[src/sv/fwvg_pkg.sv]
// Shared constants and types for the fixed-weight vector generator.
// No dependencies.
package fwvg_pkg;

  localparam int CODE_LENGTH  = 3488;
  localparam int ERROR_WEIGHT = 64;
  localparam int FIELD_BITS   = 12;

  localparam int WORD_W      = 64;
  localparam int BIT_W       = 6;
  localparam int IDX_W       = 6;
  localparam int RAND_W      = 16;
  localparam int VEC_WORDS   = (CODE_LENGTH + WORD_W - 1) / WORD_W;
  localparam int ROUND_WORDS = 2 * ERROR_WEIGHT;
  localparam int ADDR_W      = (VEC_WORDS > 1) ? $clog2(VEC_WORDS) : 1;
  localparam int LIM_W       = FIELD_BITS + 1;
  localparam int TAKEN_W     = $clog2(ERROR_WEIGHT + 1);
  localparam int ROUND_W     = $clog2(ROUND_WORDS + 1);

  typedef struct packed {
    logic              rd_en;
    logic [ADDR_W-1:0] rd_addr;
    logic              wr_en;
    logic [ADDR_W-1:0] wr_addr;
    logic [WORD_W-1:0] wr_data;
  } ram_req_t;

endpackage

[src/sv/fixed_weight_vector_generator_core.sv]
// Fixed-weight error vector generator. Each transaction on the input channel
// carries one 16-bit random word; its low FIELD_BITS bits are a candidate
// position. A round is 2*ERROR_WEIGHT words. The first ERROR_WEIGHT candidates
// below CODE_LENGTH are set in a bitmap held in a single-port-write memory of
// VEC_WORDS x 64 bits, and a repeat flag records any position set twice. At the
// end of a round that took ERROR_WEIGHT distinct positions, the bitmap leaves
// as VEC_WORDS output transactions (word 0 first, last_word on the final one),
// each word cleared as it is read; otherwise the bitmap is cleared silently.
// Each input word is handled as a memory read, then a test-and-set with
// write back; the next word is taken only after the write back. Each
// emitted word is read from memory and held until out_ready takes it; a
// silent clear writes zero to all VEC_WORDS words, as does a clearing pass
// after reset, before in_ready first rises. in_ready is low while an item
// is in flight, while the bitmap is emitted and while it is cleared.
module fixed_weight_vector_generator_core
  import fwvg_pkg::*;
(
  input  logic              clk,
  input  logic              rst,
  input  logic              in_valid,
  output logic              in_ready,
  input  logic [RAND_W-1:0] rand_word,
  output logic              out_valid,
  input  logic              out_ready,
  output logic [WORD_W-1:0] vector_word,
  output logic [IDX_W-1:0]  word_index,
  output logic              last_word
);

  typedef enum logic [2:0] {
    S_CLEAR,
    S_IDLE,
    S_UPD,
    S_EMIT_RD,
    S_EMIT_WAIT
  } state_t;

  state_t state;

  // Sweep pointer for clearing and emission.
  logic [ADDR_W-1:0]  ptr;
  logic [TAKEN_W-1:0] taken_count;
  logic [ROUND_W-1:0] round_count;
  logic               repeat_seen;

  // Candidate held between its read and its write back.
  logic               take_q;
  logic [ADDR_W-1:0]  addr_q;
  logic [BIT_W-1:0]   bit_q;

  ram_req_t           ram_req;
  logic [WORD_W-1:0]  rd_data;
  logic [WORD_W-1:0]  merged;
  logic               hit;

  logic [FIELD_BITS-1:0] cand;
  logic [LIM_W-1:0]      cand_ext;
  logic [LIM_W-1:0]      cand_word;
  logic                  take_now;
  logic                  accept;
  logic                  ptr_last;
  logic [TAKEN_W-1:0]    taken_next;
  logic                  repeat_next;
  logic [ROUND_W-1:0]    round_next;
  logic                  round_done;
  logic                  round_ok;

  fwvg_ram u_ram (
    .clk     (clk),
    .req     (ram_req),
    .rd_data (rd_data)
  );

  fwvg_mark u_mark (
    .word_in  (rd_data),
    .bit_sel  (bit_q),
    .word_out (merged),
    .hit      (hit)
  );

  // Candidate decode; bits above FIELD_BITS are dropped.
  assign cand      = rand_word[FIELD_BITS-1:0];
  assign cand_ext  = {1'b0, cand};
  assign cand_word = cand_ext >> BIT_W;
  assign take_now  = (cand_ext < LIM_W'(CODE_LENGTH)) &&
                     (taken_count < TAKEN_W'(ERROR_WEIGHT));

  assign in_ready = (state == S_IDLE);
  assign accept   = in_valid && in_ready;
  assign ptr_last = (ptr == ADDR_W'(VEC_WORDS - 1));

  // Round bookkeeping, folding in the item being written back.
  assign taken_next  = taken_count + TAKEN_W'(take_q);
  assign repeat_next = repeat_seen | (take_q & hit);
  assign round_next  = round_count + ROUND_W'(1);
  assign round_done  = (round_next == ROUND_W'(ROUND_WORDS));
  assign round_ok    = (taken_next == TAKEN_W'(ERROR_WEIGHT)) && !repeat_next;

  // Output word comes straight from the registered memory read; it holds
  // while the transaction waits since no read is issued in S_EMIT_WAIT.
  assign vector_word = rd_data;

  always_comb begin
    ram_req = '0;
    unique case (state)
      S_CLEAR: begin
        ram_req.wr_en   = 1'b1;
        ram_req.wr_addr = ptr;
      end
      S_IDLE: begin
        ram_req.rd_en   = accept && take_now;
        ram_req.rd_addr = cand_word[ADDR_W-1:0];
      end
      S_UPD: begin
        ram_req.wr_en   = take_q;
        ram_req.wr_addr = addr_q;
        ram_req.wr_data = merged;
      end
      S_EMIT_RD: begin
        // Read old contents and clear the entry on the same edge.
        ram_req.rd_en   = 1'b1;
        ram_req.rd_addr = ptr;
        ram_req.wr_en   = 1'b1;
        ram_req.wr_addr = ptr;
      end
      S_EMIT_WAIT: begin
        ram_req = '0;
      end
      default: begin
        ram_req = '0;
      end
    endcase
  end

  always_ff @(posedge clk) begin
    if (rst) begin
      state       <= S_CLEAR;
      ptr         <= '0;
      taken_count <= '0;
      round_count <= '0;
      repeat_seen <= 1'b0;
      out_valid   <= 1'b0;
    end else begin
      unique case (state)
        S_CLEAR: begin
          if (ptr_last) begin
            ptr   <= '0;
            state <= S_IDLE;
          end else begin
            ptr <= ptr + ADDR_W'(1);
          end
        end
        S_IDLE: begin
          if (accept) begin
            take_q <= take_now;
            addr_q <= cand_word[ADDR_W-1:0];
            bit_q  <= cand[BIT_W-1:0];
            state  <= S_UPD;
          end
        end
        S_UPD: begin
          if (round_done) begin
            taken_count <= '0;
            round_count <= '0;
            repeat_seen <= 1'b0;
            ptr         <= '0;
            state       <= round_ok ? S_EMIT_RD : S_CLEAR;
          end else begin
            taken_count <= taken_next;
            round_count <= round_next;
            repeat_seen <= repeat_next;
            state       <= S_IDLE;
          end
        end
        S_EMIT_RD: begin
          out_valid  <= 1'b1;
          word_index <= IDX_W'(ptr);
          last_word  <= ptr_last;
          state      <= S_EMIT_WAIT;
        end
        S_EMIT_WAIT: begin
          if (out_ready) begin
            out_valid <= 1'b0;
            if (last_word) begin
              ptr   <= '0;
              state <= S_IDLE;
            end else begin
              ptr   <= ptr + ADDR_W'(1);
              state <= S_EMIT_RD;
            end
          end
        end
        default: begin
          state <= S_CLEAR;
          ptr   <= '0;
        end
      endcase
    end
  end

endmodule

[src/sv/fwvg_ram.sv]
// Bitmap store: one write port, one registered read port.
// Depends on fwvg_pkg.
module fwvg_ram
  import fwvg_pkg::*;
(
  input  logic              clk,
  input  ram_req_t          req,
  output logic [WORD_W-1:0] rd_data
);

  logic [WORD_W-1:0] mem [VEC_WORDS];

  always_ff @(posedge clk) begin
    if (req.wr_en) begin
      mem[req.wr_addr] <= req.wr_data;
    end
    if (req.rd_en) begin
      rd_data <= mem[req.rd_addr];
    end
  end

endmodule

[src/sv/fwvg_mark.sv]
// Bit test-and-set unit shared by every candidate of a round.
// Depends on fwvg_pkg.
module fwvg_mark
  import fwvg_pkg::*;
(
  input  logic [WORD_W-1:0] word_in,
  input  logic [BIT_W-1:0]  bit_sel,
  output logic [WORD_W-1:0] word_out,
  output logic              hit
);

  assign hit      = word_in[bit_sel];
  assign word_out = word_in | (WORD_W'(1) << bit_sel);

endmodule

[config.mk]
export PLATFORM = sky130hd
export DESIGN_NAME = fixed_weight_vector_generator_core
export DESIGN_NICKNAME = d
export VERILOG_FILES = /design/src/sv/fwvg_pkg.sv /design/src/sv/fixed_weight_vector_generator_core.sv /design/src/sv/fwvg_ram.sv /design/src/sv/fwvg_mark.sv
export SDC_FILE = /design/constraint.sdc
export NUM_CORES = 2
export LEC_CHECK = 0
export BUFFER_PORTS_ARGS = -buffer_cell sky130_fd_sc_hd__buf_2
export CAP_MARGIN = 20
export CORE_MARGIN = 8
export CORE_UTILIZATION = 45
export DETAILED_ROUTE_END_ITERATION = 6
export SYNTH_ARGS = -nofsm -noshare
export SYNTH_HDL_FRONTEND = slang
export SYNTH_SLANG_ARGS = --single-unit
[constraint.sdc]
create_clock -name clk -period 8.2 [get_ports clk]
set_input_delay 2.05 -clock clk [delete_from_list [all_inputs] [get_ports clk]]
set_output_delay 2.05 -clock clk [all_outputs]
set_load 0.01 [all_outputs]
==> impl_metrics.json <==
{
  "status": "finished, violations left",
  "violations": "DRC",
  "num_rows": 208,
  "crit_path_max_fanout": 41,
  "io_pins": 93,
  "die_x_um": 582,
  "worstPathCellList": "nor2b_1 > nor2_1 > a22oi_1 > nor2_1 > nor3_1 > nand2_1 > nor2_4 > buf_4 > buf_4",
  "holdBufCountCts": 0,
  "hpwlAfterDp_mm": 238,
  "grt_first_pass_wirelength_mm": 653,
  "layout-drive-gt1-share_pct": 11.6,
  "crit_buf_inv": 2,
  "synth_top_area_share_pct": 75.0,
  "avgSynthCellArea_um2": 14.4,
  "finalWeightedCongestion": 0.841,
  "rsz0062_at_grt": "no",
  "synth_nets": 10000,
  "use_met2_pct": 42.6,
  "drtPass1Iterations": 7,
  "num_vias": 92900,
  "max_freq_mhz": 191,
  "p_per_area_nw_per_um2": 231,
  "period_minus_slack_ps": 5240,
  "crit_family": "simple AND/OR/NAND/NOR gates",
  "synth_seq_area_share_pct": 75.4,
  "ys_seq_elements": 3630,
  "holdPathStages": 2,
  "grt_max_degree": 184,
  "use_met3_pct": 5.23,
  "grt_pass1_vias": 87500,
  "netlist_top_cells_count": "edfxtp_1 (3604), nand2_1 (2203), nand3_1 (798)",
  "cp-start-kind": "register",
  "drc": 2,
  "root_buffer": "clkbuf_16",
  "area.growth.synth_to_final_pct": 12.4,
  "synth_top_area_cell": "edfxtp_1",
  "synth_area_um2": 144000,
  "crit_arrival_ps": 5810,
  "via_per_inst": 6.39,
  "cts_max_level": 5,
  "use_met1_pct": 35.3,
  "rr_worst_depth": 9,
  "tritoncts": "yes",
  "fin_crit_sh_pct": 63.9,
  "hold_violations": 0,
  "fp.dieH_um": 582,
  "io_buffers": 88,
  "cts_sinks": 3630,
  "critical-path-max-stage-delay_ps": 920,
  "critical_path_required_ps": 8770,
  "max_cap_viol_count": 0,
  "wl_per_cell_um": 32.4,
  "coreArea_um2": 320000,
  "cts_max_path_buffers": 4,
  "drv_slew": 0,
  "synth_flop_cell": "edfxtp_1",
  "syn_inst": 9993,
  "finalSetupTns_ps": 0,
  "yosysWarnings": 0,
  "p_total_mw": 37.4,
  "finalSetupViolations": 0,
  "cts_buffers": 374,
  "ir_worst_vdd_mv": 0.203,
  "ys_types": 69,
  "cts_resized": 0,
  "endpoint_kind": "register",
  "path_clk_slew_ps": 60,
  "initial_core_util_pct": 45.1,
  "antenna_found_initial": 27,
  "busiest_layer": "met2",
  "hold_path.class": "register to register",
  "critPathSlowestCell": "buf_4",
  "die-area_um2": 339000,
  "synthArstFlopShare_pct": 0,
  "clock_skew_ps": 54.7,
  "worstSetupPathDepth": 9,
  "worst_slew_pin_slew_ps": 1250,
  "drtIter0Drc": 13500,
  "holdWs_ps": 471,
  "p_leak_nw": 59.3,
  "slew_headroom_pct": 16.3,
  "synth_edf_count": 3604,
  "ant_nets": 0,
  "n_fill_cell": 26300,
  "grt_usage_pct": 26.7,
  "drt_wl_total_mm": 471,
  "synth.area.top_cells": "edfxtp_1 (75%), nand2_1 (5.7%), nand3_1 (2.8%)",
  "clk_latency_ps": 980,
  "yosysMostFrequentCell": "edfxtp_1",
  "final_nets": 10000,
  "postCtsSetupBuffers": 0,
  "overflow": 0,
  "path_class": "register to register"
}
layout by cell type, fill, tap and decap left out, types with 12 or more instances in the layout:
| cell type | count |
|---|---|
| buf_12 | 73 |
| and3_1 | 449 |
| nand2_1 | 2198 |
| o21ai_0 | 40 |
| mux2i_1 | 69 |
| diode_2 | 18 |
| clkinv_2 | 71 |
| a22oi_1 | 93 |
| nor2_1 | 87 |
| nand4_1 | 29 |
| nor2_4 | 77 |
| a311oi_1 | 139 |
| clkbuf_1 | 71 |
| dfxtp_1 | 26 |
| a211oi_1 | 499 |
| a32oi_1 | 50 |
| bufinv_16 | 34 |
| o211ai_1 | 22 |
| clkbuf_16 | 378 |
| buf_4 | 230 |
| clkinv_1 | 87 |
| edfxtp_1 | 3604 |
| nand3_1 | 798 |
| nor3_1 | 17 |
| mux4_2 | 107 |
| nor2_2 | 58 |
| buf_2 | 90 |
| nor2b_1 | 12 |
| o2111ai_1 | 38 |
| a221oi_1 | 28 |
| a21oi_1 | 167 |
| o21ai_1 | 12 |
| o22ai_1 | 32 |
| a31oi_1 | 453 |
metrics by stage:
| step | cell area (um^2) | worst slack, ps | utilization [%] | instances |
|---|---|---|---|---|
| detailed placement | 150000 | 2500 | 46.8 | 13800 |
| floorplan | 144000 | 2490 | - | 9993 |
| CTS | 162000 | 3010 | 50.6 | 14500 |
| finish | 162000 | 2960 | 50.6 | 14500 |
| global placement | 150000 | 2550 | 46.8 | 13800 |
| global route | 162000 | 2790 | 50.6 | 14500 |
report_power, final:
part / internal, mW / switching [mW] / total [mW]
sequential: 20.2 / 0.0238 / 20.2
combinational: 0.0921 / 0.293 / 0.385
clock: 9.56 / 7.22 / 16.8
total: 29.9 / 7.53 / 37.4
sequential cells by signal, summed over array words and instances, names as in the netlist:
name and cells:
u_ram.mem 3520, u_ram.rd_data 64, take_q 1, word_index 6, ptr 6, taken_count 7
bit_q 6, last_word 1, state 3, round_count 8, out_valid 1, addr_q 6
repeat_seen 1
worst reg2reg max path, delay by kind of cell, from the launching register on:
family                 cells  cell delay (ps)
AOI/OAI and AO/OA          1              270
buffers and inverters      2             1680
DFF                        1              870
and+or+nand+nor            6             2020
metal layers:
metal | share of wire, % | up-vias
li1 | - | 38600
met3 | 11 | 1170
met4 | 5.4 | 8
met1 | 38 | 47300
met5 | 0.012 | -
met2 | 46 | 5764
final cells by class:
class,instances,area (um^2),share of cell area [%]
inverter,5,18.8,0.0116
sequential,3630,109000,67.1
clock buffer,449,9730,6.00
multi-input combinational,5616,32400,20.0
timing repair buffer,395,3670,2.27
clock inverter,229,2270,1.40
antenna,18,45.0,0.0278
tap,4200,5260,3.24
final timing paths:
kind,slack [ps],startpoint,endpoint
worst max-delay path,2960,state[1]$_SDFFE_PP0P_,u_ram.mem[36][31]$_DFFE_PP_
worst min-delay path,470,round_count[7]$_SDFFE_PP0P_,round_count[7]$_SDFFE_PP0P_
worst min register to register,470,round_count[7]$_SDFFE_PP0P_,round_count[7]$_SDFFE_PP0P_
worst max register to register,2960,state[1]$_SDFFE_PP0P_,u_ram.mem[36][31]$_DFFE_PP_
cell families (layout without fill, tap and decap cells):
logic type,count (synthesis),after routing,synth area share [%]
and+or+nand+nor,3786,3786,11.6
DFF,3630,3630,75.4
AOI/OAI and AO/OA,1631,1631,8.01
buffers and inverters,747,1078,2.69
muxes,185,185,2.23
xor gates and xnor gates,9,9,0.0546
adders and majority gates,5,5,0.0434
other,0,18,0
(Power assumes the default switching activity.)
